[config.mk]
export PLATFORM = sky130hd
export DESIGN_NAME = setup_message_stream_parser
export DESIGN_NICKNAME = d
export VERILOG_FILES = /design/src/sv/smsp_pkg.sv /design/src/sv/smsp_parser.sv /design/src/sv/smsp_result_fifo.sv /design/src/sv/setup_message_stream_parser.sv
export SDC_FILE = /design/constraint.sdc
export NUM_CORES = 1
export LEC_CHECK = 0
export BUFFER_PORTS_ARGS = -buffer_cell sky130_fd_sc_hd__buf_2
export CORE_MARGIN = 2
export CORE_UTILIZATION = 55
export DETAILED_ROUTE_END_ITERATION = 12
export PLACE_DENSITY_LB_ADDON = 0.08
export SYNTH_ARGS = -nofsm -noshare
export SYNTH_HDL_FRONTEND = slang
export SYNTH_SLANG_ARGS = --single-unit
[constraint.sdc]
create_clock -name clk -period 8.7 [get_ports clk]
set_input_delay 0.87 -clock clk [delete_from_list [all_inputs] [get_ports clk]]
set_output_delay 0.87 -clock clk [all_outputs]
set_load 0.05 [all_outputs]
[src/sv/smsp_pkg.sv]
// ----------------------------------------------------------------------------
// smsp_pkg: shared types and constants of the setup message stream parser
// Result item layout, configuration bundle, result kinds and register indexes.
// ----------------------------------------------------------------------------
package smsp_pkg;

  localparam int FIFO_DEPTH_DEF = 4;

  localparam logic [2:0] KIND_TYPE    = 3'd0;
  localparam logic [2:0] KIND_VER_MIN = 3'd1;
  localparam logic [2:0] KIND_VER_MAX = 3'd2;
  localparam logic [2:0] KIND_MTU     = 3'd3;
  localparam logic [2:0] KIND_TOKENS  = 3'd4;
  localparam logic [2:0] KIND_KEY     = 3'd5;
  localparam logic [2:0] KIND_END     = 3'd6;

  localparam logic [1:0] CFG_KEY_CODE    = 2'd0;
  localparam logic [1:0] CFG_MTU_CODE    = 2'd1;
  localparam logic [1:0] CFG_TOKENS_CODE = 2'd2;

  localparam logic [7:0] KEY_CODE_RST    = 8'd1;
  localparam logic [7:0] MTU_CODE_RST    = 8'd4;
  localparam logic [7:0] TOKENS_CODE_RST = 8'd5;

  typedef struct packed {
    logic [7:0] key_code;
    logic [7:0] mtu_code;
    logic [7:0] tokens_code;
  } cfg_t;

  typedef struct packed {
    logic [2:0]  kind;
    logic [63:0] value;
    logic [4:0]  key_index;
    logic [1:0]  status;
    logic        eom;
  } result_t;

endpackage

[src/sv/smsp_parser.sv]
// ----------------------------------------------------------------------------
// smsp_parser: input register, parse state and per-byte decode logic
// Decodes one registered byte per cycle and emits up to two result items.
// ----------------------------------------------------------------------------
module smsp_parser import smsp_pkg::*; (
  input  logic       clk,
  input  logic       rst,
  input  cfg_t       cfg,
  input  logic       in_take,
  input  logic [7:0] in_byte,
  input  logic       in_last,
  output result_t    res0,
  output result_t    res1,
  output logic [1:0] push_cnt
);

  localparam logic [3:0] PH_TYPE     = 4'd0;
  localparam logic [3:0] PH_VER_MIN  = 4'd1;
  localparam logic [3:0] PH_VER_MAX  = 4'd2;
  localparam logic [3:0] PH_OPT_CODE = 4'd3;
  localparam logic [3:0] PH_OPT_LEN  = 4'd4;
  localparam logic [3:0] PH_PAY_KEY  = 4'd5;
  localparam logic [3:0] PH_PAY_VAL  = 4'd6;
  localparam logic [3:0] PH_PAY_SKIP = 4'd7;
  localparam logic [3:0] PH_IGNORE   = 4'd8;

  localparam logic [1:0] CLS_UNKNOWN = 2'd0;
  localparam logic [1:0] CLS_KEY     = 2'd1;
  localparam logic [1:0] CLS_MTU     = 2'd2;
  localparam logic [1:0] CLS_TOKENS  = 2'd3;

  localparam logic [1:0] ST_OK        = 2'd0;
  localparam logic [1:0] ST_NOT_SETUP = 2'd1;
  localparam logic [1:0] ST_VARINT    = 2'd2;
  localparam logic [1:0] ST_OPT_LEN   = 2'd3;

  localparam logic [7:0] TYPE_SETUP = 8'h7e;
  localparam logic [7:0] SHORT_MAX  = 8'h7f;
  localparam logic [7:0] LONG_MIN   = 8'hf8;
  localparam logic [63:0] KEY_LEN   = 64'd32;

  function automatic logic [3:0] type_code(input logic [7:0] b);
    logic [3:0] c;
    c = 4'd10;
    if (b >= 8'h77 && b <= 8'h7e) c = 4'(8'h7e - b);
    else if (b == 8'h73) c = 4'd8;
    else if (b == 8'h72) c = 4'd9;
    return c;
  endfunction

  logic        item_valid;
  logic [7:0]  item_byte;
  logic        item_last;

  logic [3:0]  phase, phase_next;
  logic [63:0] acc, acc_next;
  logic [3:0]  left, left_next;
  logic [1:0]  ocls, ocls_next;
  logic [63:0] prem, prem_next;
  logic [4:0]  kpos, kpos_next;
  logic [1:0]  err, err_next;
  logic        taken, taken_next;

  logic        r0v, r1v, vdone, vbad;
  logic [3:0]  cnt;
  logic [63:0] prem_dec;
  logic [1:0]  end_st;
  result_t     end_res;

  always_ff @(posedge clk) begin
    if (rst) begin
      item_valid <= 1'b0;
    end else begin
      item_valid <= in_take;
    end
    if (in_take) begin
      item_byte <= in_byte;
      item_last <= in_last;
    end
  end

  always_ff @(posedge clk) begin
    if (rst) begin
      phase <= PH_TYPE;
      acc   <= '0;
      left  <= '0;
      ocls  <= CLS_UNKNOWN;
      prem  <= '0;
      kpos  <= '0;
      err   <= ST_OK;
      taken <= 1'b0;
    end else begin
      phase <= phase_next;
      acc   <= acc_next;
      left  <= left_next;
      ocls  <= ocls_next;
      prem  <= prem_next;
      kpos  <= kpos_next;
      err   <= err_next;
      taken <= taken_next;
    end
  end

  always_comb begin
    phase_next = phase;
    acc_next   = acc;
    left_next  = left;
    ocls_next  = ocls;
    prem_next  = prem;
    kpos_next  = kpos;
    err_next   = err;
    taken_next = taken;
    r0v        = 1'b0;
    r1v        = 1'b0;
    res0       = '0;
    res1       = '0;
    end_res    = '0;
    end_st     = ST_OK;
    vdone      = 1'b0;
    vbad       = 1'b0;
    cnt        = 4'(9'h100 - {1'b0, item_byte});
    prem_dec   = prem - 64'd1;
    if (item_valid) begin
      unique case (phase)
        PH_TYPE: begin
          r0v        = 1'b1;
          res0.kind  = KIND_TYPE;
          res0.value = {60'd0, type_code(item_byte)};
          if (item_byte == TYPE_SETUP) begin
            phase_next = PH_VER_MIN;
            left_next  = '0;
          end else begin
            err_next   = ST_NOT_SETUP;
            phase_next = PH_IGNORE;
          end
        end
        PH_VER_MIN, PH_VER_MAX, PH_OPT_CODE, PH_OPT_LEN: begin
          if (left == 4'd0) begin
            if (item_byte <= SHORT_MAX) begin
              acc_next = {56'd0, item_byte};
              vdone    = 1'b1;
            end else if (item_byte < LONG_MIN) begin
              vbad = 1'b1;
            end else begin
              acc_next  = '0;
              left_next = cnt;
            end
          end else begin
            acc_next  = {acc[55:0], item_byte};
            left_next = left - 4'd1;
            vdone     = (left == 4'd1);
          end
          if (vbad) begin
            err_next   = ST_VARINT;
            phase_next = PH_IGNORE;
          end else if (vdone) begin
            if (phase == PH_VER_MIN) begin
              r0v        = 1'b1;
              res0.kind  = KIND_VER_MIN;
              res0.value = acc_next;
              phase_next = PH_VER_MAX;
            end else if (phase == PH_VER_MAX) begin
              r0v        = 1'b1;
              res0.kind  = KIND_VER_MAX;
              res0.value = acc_next;
              phase_next = PH_OPT_CODE;
            end else if (phase == PH_OPT_CODE) begin
              if (acc_next == {56'd0, cfg.key_code}) ocls_next = CLS_KEY;
              else if (acc_next == {56'd0, cfg.mtu_code}) ocls_next = CLS_MTU;
              else if (acc_next == {56'd0, cfg.tokens_code}) ocls_next = CLS_TOKENS;
              else ocls_next = CLS_UNKNOWN;
              phase_next = PH_OPT_LEN;
            end else begin
              // option length complete: check the length for the option class and open its payload, if any
              prem_next  = acc_next;
              kpos_next  = '0;
              taken_next = 1'b0;
              left_next  = '0;
              acc_next   = '0;
              if (ocls == CLS_KEY) begin
                if (prem_next != KEY_LEN) begin
                  err_next   = ST_OPT_LEN;
                  phase_next = PH_IGNORE;
                end else begin
                  phase_next = PH_PAY_KEY;
                end
              end else if (ocls == CLS_UNKNOWN) begin
                phase_next = (prem_next == 64'd0) ? PH_OPT_CODE : PH_PAY_SKIP;
              end else if (prem_next == 64'd0) begin
                err_next   = ST_VARINT;
                phase_next = PH_IGNORE;
              end else begin
                phase_next = PH_PAY_VAL;
              end
            end
          end
        end
        PH_PAY_KEY: begin
          r0v            = 1'b1;
          res0.kind      = KIND_KEY;
          res0.value     = {56'd0, item_byte};
          res0.key_index = kpos;
          kpos_next      = kpos + 5'd1;
          prem_next      = prem_dec;
          if (prem_dec == 64'd0) phase_next = PH_OPT_CODE;
        end
        PH_PAY_VAL: begin
          prem_next = prem_dec;
          if (err == ST_OK && !taken) begin
            if (left == 4'd0) begin
              if (item_byte <= SHORT_MAX) begin
                acc_next   = {56'd0, item_byte};
                taken_next = 1'b1;
              end else if (item_byte < LONG_MIN || {60'd0, cnt} > prem_dec) begin
                err_next = ST_VARINT;
              end else begin
                acc_next  = '0;
                left_next = cnt;
              end
            end else begin
              acc_next  = {acc[55:0], item_byte};
              left_next = left - 4'd1;
              if (left == 4'd1) taken_next = 1'b1;
            end
          end
          if (prem_dec == 64'd0) begin
            if (err_next != ST_OK || !taken_next) begin
              err_next   = ST_VARINT;
              phase_next = PH_IGNORE;
            end else begin
              r0v        = 1'b1;
              res0.kind  = (ocls == CLS_MTU) ? KIND_MTU : KIND_TOKENS;
              res0.value = acc_next;
              phase_next = PH_OPT_CODE;
            end
          end
        end
        PH_PAY_SKIP: begin
          prem_next = prem_dec;
          if (prem_dec == 64'd0) phase_next = PH_OPT_CODE;
        end
        default: begin
        end
      endcase

      if (item_last) begin
        if (phase_next == PH_IGNORE) end_st = err_next;
        else if (phase_next == PH_OPT_CODE) end_st = (left_next != 4'd0) ? ST_VARINT : ST_OK;
        else if (phase_next == PH_PAY_KEY || phase_next == PH_PAY_VAL ||
                 phase_next == PH_PAY_SKIP) end_st = ST_OPT_LEN;
        else end_st = ST_VARINT;
        end_res.kind   = KIND_END;
        end_res.status = end_st;
        end_res.eom    = 1'b1;
        if (r0v) begin
          r1v  = 1'b1;
          res1 = end_res;
        end else begin
          r0v  = 1'b1;
          res0 = end_res;
        end
        phase_next = PH_TYPE;
        acc_next   = '0;
        left_next  = '0;
        ocls_next  = CLS_UNKNOWN;
        prem_next  = '0;
        kpos_next  = '0;
        err_next   = ST_OK;
        taken_next = 1'b0;
      end
    end
  end

  assign push_cnt = 2'(r0v) + 2'(r1v);

endmodule

[src/sv/smsp_result_fifo.sv]
// ----------------------------------------------------------------------------
// smsp_result_fifo: result queue with a two-item write side
// Takes zero, one or two result items per cycle and delivers one per cycle while out_ready is high.
// ----------------------------------------------------------------------------
module smsp_result_fifo import smsp_pkg::*; #(
  parameter int DEPTH = FIFO_DEPTH_DEF,
  localparam int PW = $clog2(DEPTH),
  localparam int CW = $clog2(DEPTH + 1)
) (
  input  logic          clk,
  input  logic          rst,
  input  logic [1:0]    push_cnt,
  input  result_t       in0,
  input  result_t       in1,
  output logic          out_valid,
  input  logic          out_ready,
  output result_t       out_item,
  output logic [CW-1:0] count
);

  function automatic logic [PW-1:0] ptr_inc(input logic [PW-1:0] p);
    return (p == PW'(DEPTH - 1)) ? '0 : p + 1'b1;
  endfunction

  result_t       mem [DEPTH];
  logic [PW-1:0] wr, rd, wr1;
  logic          pop;

  assign wr1       = ptr_inc(wr);
  assign out_valid = (count != '0);
  assign pop       = out_valid && out_ready;
  assign out_item  = mem[rd];

  always_ff @(posedge clk) begin
    if (push_cnt != 2'd0) mem[wr] <= in0;
    if (push_cnt == 2'd2) mem[wr1] <= in1;
  end

  always_ff @(posedge clk) begin
    if (rst) begin
      wr    <= '0;
      rd    <= '0;
      count <= '0;
    end else begin
      if (push_cnt == 2'd2) wr <= ptr_inc(wr1);
      else if (push_cnt == 2'd1) wr <= wr1;
      if (pop) rd <= ptr_inc(rd);
      count <= count + CW'(push_cnt) - CW'(pop);
    end
  end

endmodule

[src/sv/setup_message_stream_parser.sv]
// ----------------------------------------------------------------------------
// setup_message_stream_parser: byte-stream decoder for setup messages
// Decodes type, versions and options of a message and reports its end status.
// ----------------------------------------------------------------------------
// Usage:
//   s_axis carries one message byte per item, tlast on the final byte.
//   m_axis carries result items: tuser is the kind, tlast marks the end
//   status item of a message, tdata packs value, key index and status.
//   Three option code registers are written through cfg_we/cfg_addr/cfg_data;
//   the user must write them only while the block is idle, the block does not enforce it.
// Timing:
//   A byte is registered at acceptance and decoded in the next cycle; its
//   results are written into the result queue and then leave on m_axis in
//   order. One byte per cycle is taken as long as the result queue
//   (FIFO_DEPTH items) has room for the in-flight byte's results plus two
//   more; a byte producing two results (a decoded field and the end status)
//   leaves through the single output port as two successive items.
// Reset: parser returns to waiting for a type byte, queue empties, s_axis_tready
//   is low and the option codes return to 1 (key), 4 (mtu) and 5 (tokens).
// Stall: with m_axis_tready low the queue fills and s_axis_tready drops.
// ----------------------------------------------------------------------------
module setup_message_stream_parser import smsp_pkg::*; #(
  parameter int FIFO_DEPTH = FIFO_DEPTH_DEF
) (
  input  logic        clk,
  input  logic        rst,
  input  logic        cfg_we,
  input  logic [1:0]  cfg_addr,
  input  logic [7:0]  cfg_data,
  input  logic        s_axis_tvalid,
  output logic        s_axis_tready,
  input  logic [7:0]  s_axis_tdata,   // [7:0] data_byte
  input  logic        s_axis_tlast,
  output logic        m_axis_tvalid,
  input  logic        m_axis_tready,
  output logic [71:0] m_axis_tdata,   // [63:0] value, [68:64] key_index, [70:69] status
  output logic [2:0]  m_axis_tuser,   // [2:0] kind
  output logic        m_axis_tlast
);

  localparam int CW = $clog2(FIFO_DEPTH + 1);

  cfg_t          cfg;
  result_t       res0, res1, out_item;
  logic [1:0]    push_cnt;
  logic [CW-1:0] fifo_count;
  logic          in_take;

  always_ff @(posedge clk) begin
    if (rst) begin
      cfg.key_code    <= KEY_CODE_RST;
      cfg.mtu_code    <= MTU_CODE_RST;
      cfg.tokens_code <= TOKENS_CODE_RST;
    end else if (cfg_we) begin
      unique case (cfg_addr)
        CFG_KEY_CODE:    cfg.key_code    <= cfg_data;
        CFG_MTU_CODE:    cfg.mtu_code    <= cfg_data;
        CFG_TOKENS_CODE: cfg.tokens_code <= cfg_data;
        default: begin
        end
      endcase
    end
  end

  assign s_axis_tready = !rst && (({1'b0, fifo_count} + (CW + 1)'(push_cnt))
                         <= (CW + 1)'(FIFO_DEPTH - 2));
  assign in_take = s_axis_tvalid && s_axis_tready;

  smsp_parser u_parser (
    .clk      (clk),
    .rst      (rst),
    .cfg      (cfg),
    .in_take  (in_take),
    .in_byte  (s_axis_tdata),
    .in_last  (s_axis_tlast),
    .res0     (res0),
    .res1     (res1),
    .push_cnt (push_cnt)
  );

  smsp_result_fifo #(
    .DEPTH (FIFO_DEPTH)
  ) u_fifo (
    .clk       (clk),
    .rst       (rst),
    .push_cnt  (push_cnt),
    .in0       (res0),
    .in1       (res1),
    .out_valid (m_axis_tvalid),
    .out_ready (m_axis_tready),
    .out_item  (out_item),
    .count     (fifo_count)
  );

  assign m_axis_tdata = {1'b0, out_item.status, out_item.key_index, out_item.value};
  assign m_axis_tuser = out_item.kind;
  assign m_axis_tlast = out_item.eom;

  a_fifo_bound: assert property (@(posedge clk) disable iff (rst)
    fifo_count <= CW'(FIFO_DEPTH))
    else $error("result queue overflow");

  a_last_is_end: assert property (@(posedge clk) disable iff (rst)
    m_axis_tvalid |-> (m_axis_tlast == (m_axis_tuser == KIND_END)))
    else $error("tlast and end kind disagree");

  a_last_gives_result: assert property (@(posedge clk) disable iff (rst)
    (s_axis_tvalid && s_axis_tready && s_axis_tlast) |=> (push_cnt != 2'd0))
    else $error("final byte produced no end item");

endmodule

==> metrics.md, run 1 <==
| Metric | Value |
|---|---|
| Status | finished, final reports clean |
| Slew Limit Fails | 0 |
| Post-synth EDFFs | 29 |
| Mux share of post-synthesis cell area | 7.949% |
| Tmin final | 8.166 ns |
| Placed cell area | 25280 sq um |
| Ant. Diodes | 0 |
| Clock Pin Slew Worst Setup and Hold Paths | 0.06 ns |
| Die ar. | around 46000 sq um |
| Worst hold path class | flop to flop |
| #FFs+latches synth | slightly below 500 |
| CP required | 7.83 ns |
| Gr usage total | 34.35% |
| Post-Route WL | 81790 um |
| Initial DRC Count | between 2000 and 2500 |
| Crit path kind | flop to output pin |
| DRC | 0 |
| Crit path launch | u_parser.prem[0] |
| Worst Path Max Fanout | 17 |
| Clock root buffer | clkbuf_16 |
| Worst Setup EP | s_axis_tready |
| Num CTS Buffers | 51 |
| Vias in the first global route | 20713 |
| Post-synthesis xor/xnor area fraction | 2.114% |
| Pin count of the biggest net entering global routing | 76 |
| Leak | 10.10 nW |
| Cells after Synth | approximately 2700 |
| Die width | 214.8 um |
| Slew margin rel. | 16.49% |
| Cell depth of the worst flop-to-flop path | 21 |
| Port Buffers | 100 |
| Layout cells sized above 1 | 14.24% |
| Top cell type's share of synthesized area | 37.67% |
| Pwr per Cell Area | 205.4 nW/um^2 |
| Adder-cell share of the synthesized area | 1.751% |
| Area contributors post-synth | dfxtp_1 (38%), a22o_1 (7.7%), mux4_2 (6.9%), nor2_1 (3.7%), nand2_1 (3.7%) |
| Worst-Skew Late Latency | just over 0.6 ns |
| Fin area | 27080 sq um |
| DP HPWL | approximately 56000 um |
| Reported max-cap violation count | 0 |
| Initial antenna violation count | 2 |
| Most used flip-flop cell after synthesis | dfxtp_1 |
| GPL Wtd Cong | just under 1 |
| CTS max path bufs | 3 |
| Crit path launch type | flop |
| RSZ-0062 raised after global routing | no |
| Syn_area_per_cell | 9.175 sq um |
| # hold bufs at CTS | 0 |
| Layout area overhead | 10.80% |
| Async S/R FF share, synth | 0% |
| Yosys cell types | 89 |
| Clock Sinks | 489 |
| Worst-Margin Slew | approximately 1.3 ns |
| Final Skew | 0.03642 ns |
| Global-route wire length before repair | 125200 um |
| Compound-cell area share of the yosys netlist | 24.97% |
| Post-CTS setup repair buffer count | 0 |
| Count leader, synth | dfxtp_1 |
| Largest family of logic cells by synthesized area | compound AO/OA/AOI/OAI gates |
| Vias/cell | 6.766 |
| Post-route clock period utilization | 93.86% |
| Die Y-Extent | 214.8 um |
| Count of final hold-check violations | 0 |
| Core area | 44030 sq um |
| Setup violators final | 0 |
| Cell Rows | slightly below 80 |
| Warnings from Yosys | 0 |
| Vias | 22159 |
| Fmax | ~120 MHz |
| Wire per inst | 24.98 um |
| CP Capture Type | output pin |
| Net Count, Synth | between 2000 and 3000 |
| Grt ovf | 0 |
| Largest area contributor in the netlist | dfxtp_1 |
| Sequential Area | 10090 sq um |
| Fillers | ~3800 |
| Register area share after synthesis | 41.24% |
| Max IR drop VDD | ~0.18 mV |
| Starting Density | 55.52% |
| Antenna-violating nets left | 0 |
| IO Count | about 100 |
| Critical R2R Launch | u_parser.prem[0] |
| RR Endpoint | u_parser.item_byte[6] |
| Post-route setup slack | 0.5344 ns |
| Final-stage net count | 2699 |
| Synth cell count leaders | dfxtp_1 (460), nor2_1 (244), nand2_1 (238) |
| Max H-tree Level | 2 |
| Post-CTS Resized | 0 |
| Total iterations of the first detailed-routing run | 6 |
| Reg2reg setup slack | 1.49 ns |
| Data arrival, critical path | 7.30 ns |
| Simple-Gate Fraction of Synth Area | between 10% and 20% |
| Multi-input logic area | ~13000 sq um |
| Post-Syn Area | approximately 24000 sq um |
| Setup TNS | 0 ns |
| Setup slack after placement | between 1 and 1.5 ns |
| CTS tree | yes |
-- cell families after synthesis --
logic type / Yosys count
AO/OA/AOI/OAI: 859
XOR/XNOR: 59
adder cells (fa/ha/maj): 33
buffers and inverters: 262
flip-flops: 489
multiplexers: 100
other: 1
AND/OR/NAND/NOR: 861
-- sequential cells by signal, indices dropped and copies added, names as in the netlist, 3 cells and up, named ones only --
register and cells:
u_parser.acc 64, u_fifo.count 3, u_fifo.mem 300, u_parser.kpos 5
cfg 24, u_parser.phase 4, u_parser.prem 64, u_parser.item_byte 8
u_parser.left 4
-- worst min path at each step --
stage                       from  cells past startpoint  slack [ns]                     to
2_1_floorplan   u_fifo.mem[1][3]                      2        0.42       u_fifo.mem[1][3]
3_3_place_gp    u_fifo.mem[3][5]                      2        0.43       u_fifo.mem[3][5]
3_5_place_dp   u_fifo.mem[1][15]                      2        0.44      u_fifo.mem[1][15]
4_1_cts          s_axis_tdata[4]                      1        0.43  u_parser.item_byte[4]
5_1_grt          s_axis_tdata[4]                      1        0.45  u_parser.item_byte[4]
6_report       u_fifo.mem[1][15]                      2        0.45      u_fifo.mem[1][15]
-- placed cells by master, fill, tap and decap left out, types with 13 or more instances in the layout --
cell / synthesis / layout
or4_1: 22 / 22
nand3_1: 52 / 52
ha_1: 31 / 31
mux4_2: 75 / 75
nand4_1: 35 / 35
nand2_1: 238 / 238
edfxtp_1: 29 / 29
buf_4: 2 / 44
nor2_1: 244 / 240
o21ai_0: 135 / 133
a22oi_1: 93 / 93
inv_1: 44 / 44
or3_1: 33 / 32
nor2b_1: 13 / 13
dfxtp_1: 460 / 458
nand2b_1: 19 / 19
xor2_1: 17 / 17
buf_2: 36 / 99
a31oi_1: 20 / 20
xnor2_1: 42 / 42
nor3_1: 78 / 78
nor4_1: 48 / 48
a21oi_1: 108 / 104
mux2i_1: 22 / 22
a221o_1: 37 / 37
a22o_1: 216 / 216
o21ai_1: 119 / 117
clkbuf_16: 0 / 54
-- power breakdown --
group          internal, mW  switching [mW]  leakage (nW)  total [mW]
Sequential             2.31          0.0796          3.97        2.39
Clock                  1.38           0.941         0.889        2.32
Combinational         0.269           0.581          5.24       0.850
Total                  3.96            1.60          10.1        5.56
-- worst max-delay path, cell delays in order, from the launching register on --
cell and delay (ns):
dfxtp_1 0.36, inv_1 0.12, ha_1 0.31, nor4b_2 0.41, nand4_1 0.50, o41ai_1 0.72, o21ai_0 0.18, nor4_1 0.48
nand3_1 0.17, or3b_1 0.50, nor2_1 0.22, nand2_1 0.13, nand3_1 0.16, and3_1 0.18, ha_1 0.15, buf_4 0.25
inv_1 0.12, fa_1 0.42, a2111oi_0 0.42, a21oi_1 0.07, nor3_1 0.46, buf_2 0.36
-- per-stage QoR --
step | instances | util (%) | hold slack (ns) | total power [mW]
2_1_floorplan | 2664 | - | 0.4198 | 3.016
3_3_place_gp | 3181 | 57.43 | 0.4281 | 3.271
3_5_place_dp | 3181 | 57.43 | 0.4412 | 3.282
4_1_cts | 3275 | 61.51 | 0.4346 | 5.578
5_1_grt | 3275 | 61.51 | 0.4479 | 5.744
6_report | 3275 | 61.51 | 0.4472 | 5.564
-- per-layer routing --
| metal | vias up | GRT usage [%] | routed length, um |
|---|---|---|---|
| met2 | 1133 | 53.00 | 36540 |
| li1 | 10023 | - | - |
| met4 | 0 | 11.53 | 2591 |
| met5 | - | 0 | 0 |
| met3 | 156 | 4.926 | 7162 |
| met1 | 10847 | 49.53 | 35500 |
-- final cells by class --
| class | count | share of cell area [%] |
|---|---|---|
| clock inverters | 18 | 0.9378 |
| repair buffers | 143 | 3.049 |
| multi-input cells | 1913 | 49.72 |
| flip-flops and latches | 489 | 37.24 |
| well taps | 592 | 2.735 |
| inverters | 44 | 0.6098 |
| clock buffers | 76 | 5.705 |
No activity file was read; power rests on OpenSTA's default activity.
==> run 2, diff against run 1 <==
PLACE_DENSITY = 0.72   (was unset)
PLACE_DENSITY_LB_ADDON = unset   (was 0.08)
==> metrics.md, run 2 (synthesis results as in run 1) <==
| Metric | Value |
|---|---|
| Core area | 44030 sq um |
| Setup TNS | 0 ns |
| Post-route clock period utilization | 94.57% |
| Met3 wire length | between 7000 and 8000 um |
| GPL Wtd Cong | 0.9737 |
| Clock share of power | 42.0% |
| Clock Pin Slew Worst Setup and Hold Paths | roughly 0.06 ns |
| Critical R2R Launch | u_parser.prem[0] |
| Crit path kind | flop to output pin |
| Reg with most FFs | u_fifo.mem |
| Vias in the first global route | about 21000 |
| Max H-tree Level | 2 |
| CTS tree | yes |
| Max IR drop VDD | 0.1559 mV |
| Status | finished, final reports clean |
| Setup violators final | 0 |
| Post-Route WL | between 80000 and 90000 um |
| Vias | 22288 |
| Port Buffers | 100 |
| CTS max path bufs | 3 |
| Worst Setup EP | s_axis_tready |
| Reg2reg setup slack | 1.48 ns |
| DR top layer | met5 |
| CP Capture Type | output pin |
| Pwr per Cell Area | 205.9 nW/um^2 |
| Count of final hold-check violations | 0 |
| Cell Rows | a little under 80 |
| Die ar. | 46150 sq um |
| Post-CTS setup repair buffer count | 0 |
| # hold bufs at CTS | 0 |
| Reg power frac | 42.6% |
| Sw Ratio | 28.94% |
| Slew Limit Fails | 0 |
| Max FFs per register | 300 |
| DP HPWL | 54860 um |
| Initial antenna violation count | 3 |
| Worst Path Max Fanout | 18 |
| Tmin final | slightly above 8 ns |
| RR Endpoint | u_parser.item_byte[5] |
| Crit path launch type | flop |
| P_int | 3.973 mW |
| CP required | ~7.8 ns |
| Num CTS Buffers | 51 |
| Final Skew | 0.01444 ns |
| Layout cells sized above 1 | 14.55% |
| Leak | approximately 10 nW |
| Initial DRC Count | approximately 2700 |
| IO Count | 102 |
| Starting Density | ~56% |
| Clock Sinks | ~490 |
| Met2 routed WL | 35820 um |
| Gate power share | between 15 and 20% |
| Worst hold path class | input pin to flop |
| Commonest non-fill, non-tap cell in the layout | dfxtp_1 |
| Worst-Margin Slew | 1.258 ns |
| Die Y-Extent | 214.8 um |
| Data arrival, critical path | 7.36 ns |
| Antenna-violating nets left | 0 |
| Crit path launch | u_parser.prem[0] |
| Final-stage net count | 2704 |
| Gr usage total | between 30% and 40% |
| Clock root buffer | clkbuf_16 |
| Cell depth of the worst flop-to-flop path | 21 |
| RSZ-0062 raised after global routing | no |
| Largest registers | u_fifo.mem (300), u_parser.acc (64), u_parser.prem (64) |
| Slew margin rel. | 16.14% |
| Die width | 214.8 um |
| Fmax | 121.5 MHz |
| Grt ovf | 0 |
| Wire per inst | ~25 um |
| Global-route wire length before repair | around 120000 um |
| DRC | 0 |
| Pin count of the biggest net entering global routing | 94 |
| Vias/cell | just under 7 |
| Most frequent cells in the layout | dfxtp_1 (458), nor2_1 (240), nand2_1 (238), a22o_1 (216), o21ai_0 (133) |
| Post-CTS Resized | 0 |
| Worst-Skew Late Latency | 0.61 ns |
| Wl on met1 | 35340 um |
| Reported max-cap violation count | 0 |
| Total iterations of the first detailed-routing run | 5 |
| NetSw | roughly 1.6 mW |
| Power Total | 5.590 mW |
| Layout area overhead | 11.08% |
run 2: worst min-delay path by stage:
stage                            from               endpoint  slack [ns]  cells past startpoint
floorplan            u_fifo.mem[1][3]       u_fifo.mem[1][3]        0.42                      2
global placement     u_fifo.mem[3][5]       u_fifo.mem[3][5]        0.43                      2
detailed placement  u_fifo.mem[3][19]      u_fifo.mem[3][19]        0.44                      2
CTS                   s_axis_tdata[7]  u_parser.item_byte[7]        0.41                      1
global route          s_axis_tdata[7]  u_parser.item_byte[7]        0.42                      1
finish                s_axis_tdata[7]  u_parser.item_byte[7]        0.44                      1
run 2: worst max-delay path, stage by stage, from the launching register on:
cell and delay, ns:
dfxtp_1 0.37, inv_1 0.13, ha_1 0.33, nor4b_2 0.40
nand3_1 0.60, o21ai_0 0.47, nand4_1 0.23, nor4_1 0.47
nand3_1 0.26, or3b_1 0.51, nor2_1 0.23, nand2_1 0.13
nand3_1 0.16, and3_1 0.18, ha_1 0.15, buf_4 0.25
inv_1 0.14, fa_1 0.43, a2111oi_0 0.38, a21oi_1 0.09
nor3_1 0.47, buf_2 0.36
run 2: cell type report:
class,instances,area [sq um]
fill,3755,16880
multi-input combinational,1913,13470
sequential,489,10090
clock buffer,70,1489
timing repair buffer,148,863.3
tap,592,740.7
clock inverter,24,337.8
inverter,44,165.2
antenna,1,2.502
run 2: per-stage QoR:
step | utilization [%] | hold slack, ns | cell area, sq um | worst slack (ns) | cells
2_1_floorplan | - | 0.4198 | 24440 | 2.181 | 2664
3_3_place_gp | 57.51 | 0.4285 | 25320 | 1.295 | 3186
3_5_place_dp | 57.51 | 0.4383 | 25320 | 1.319 | 3186
4_1_cts | 61.66 | 0.4052 | 27150 | 0.6454 | 3280
5_1_grt | 61.66 | 0.4217 | 27150 | 0.08689 | 3280
6_report | 61.67 | 0.4369 | 27150 | 0.4726 | 3281
run 2: power groups by stage:
stage	logic, mW	clock network, mW	registers (mW)
finish	0.863	2.35	2.38
global route	0.923	2.47	2.39
CTS	0.855	2.38	2.38
detailed placement	0.851	0	2.43
global placement	0.846	0	2.43
floorplan	0.632	0	2.38
run 2: routing by layer:
metal / up-vias / track usage (%)
met5: - / 0
met4: 4 / 9.884
met3: 147 / 5.690
met2: 1145 / 51.98
met1: 10947 / 49.58
li1: 10045 / -
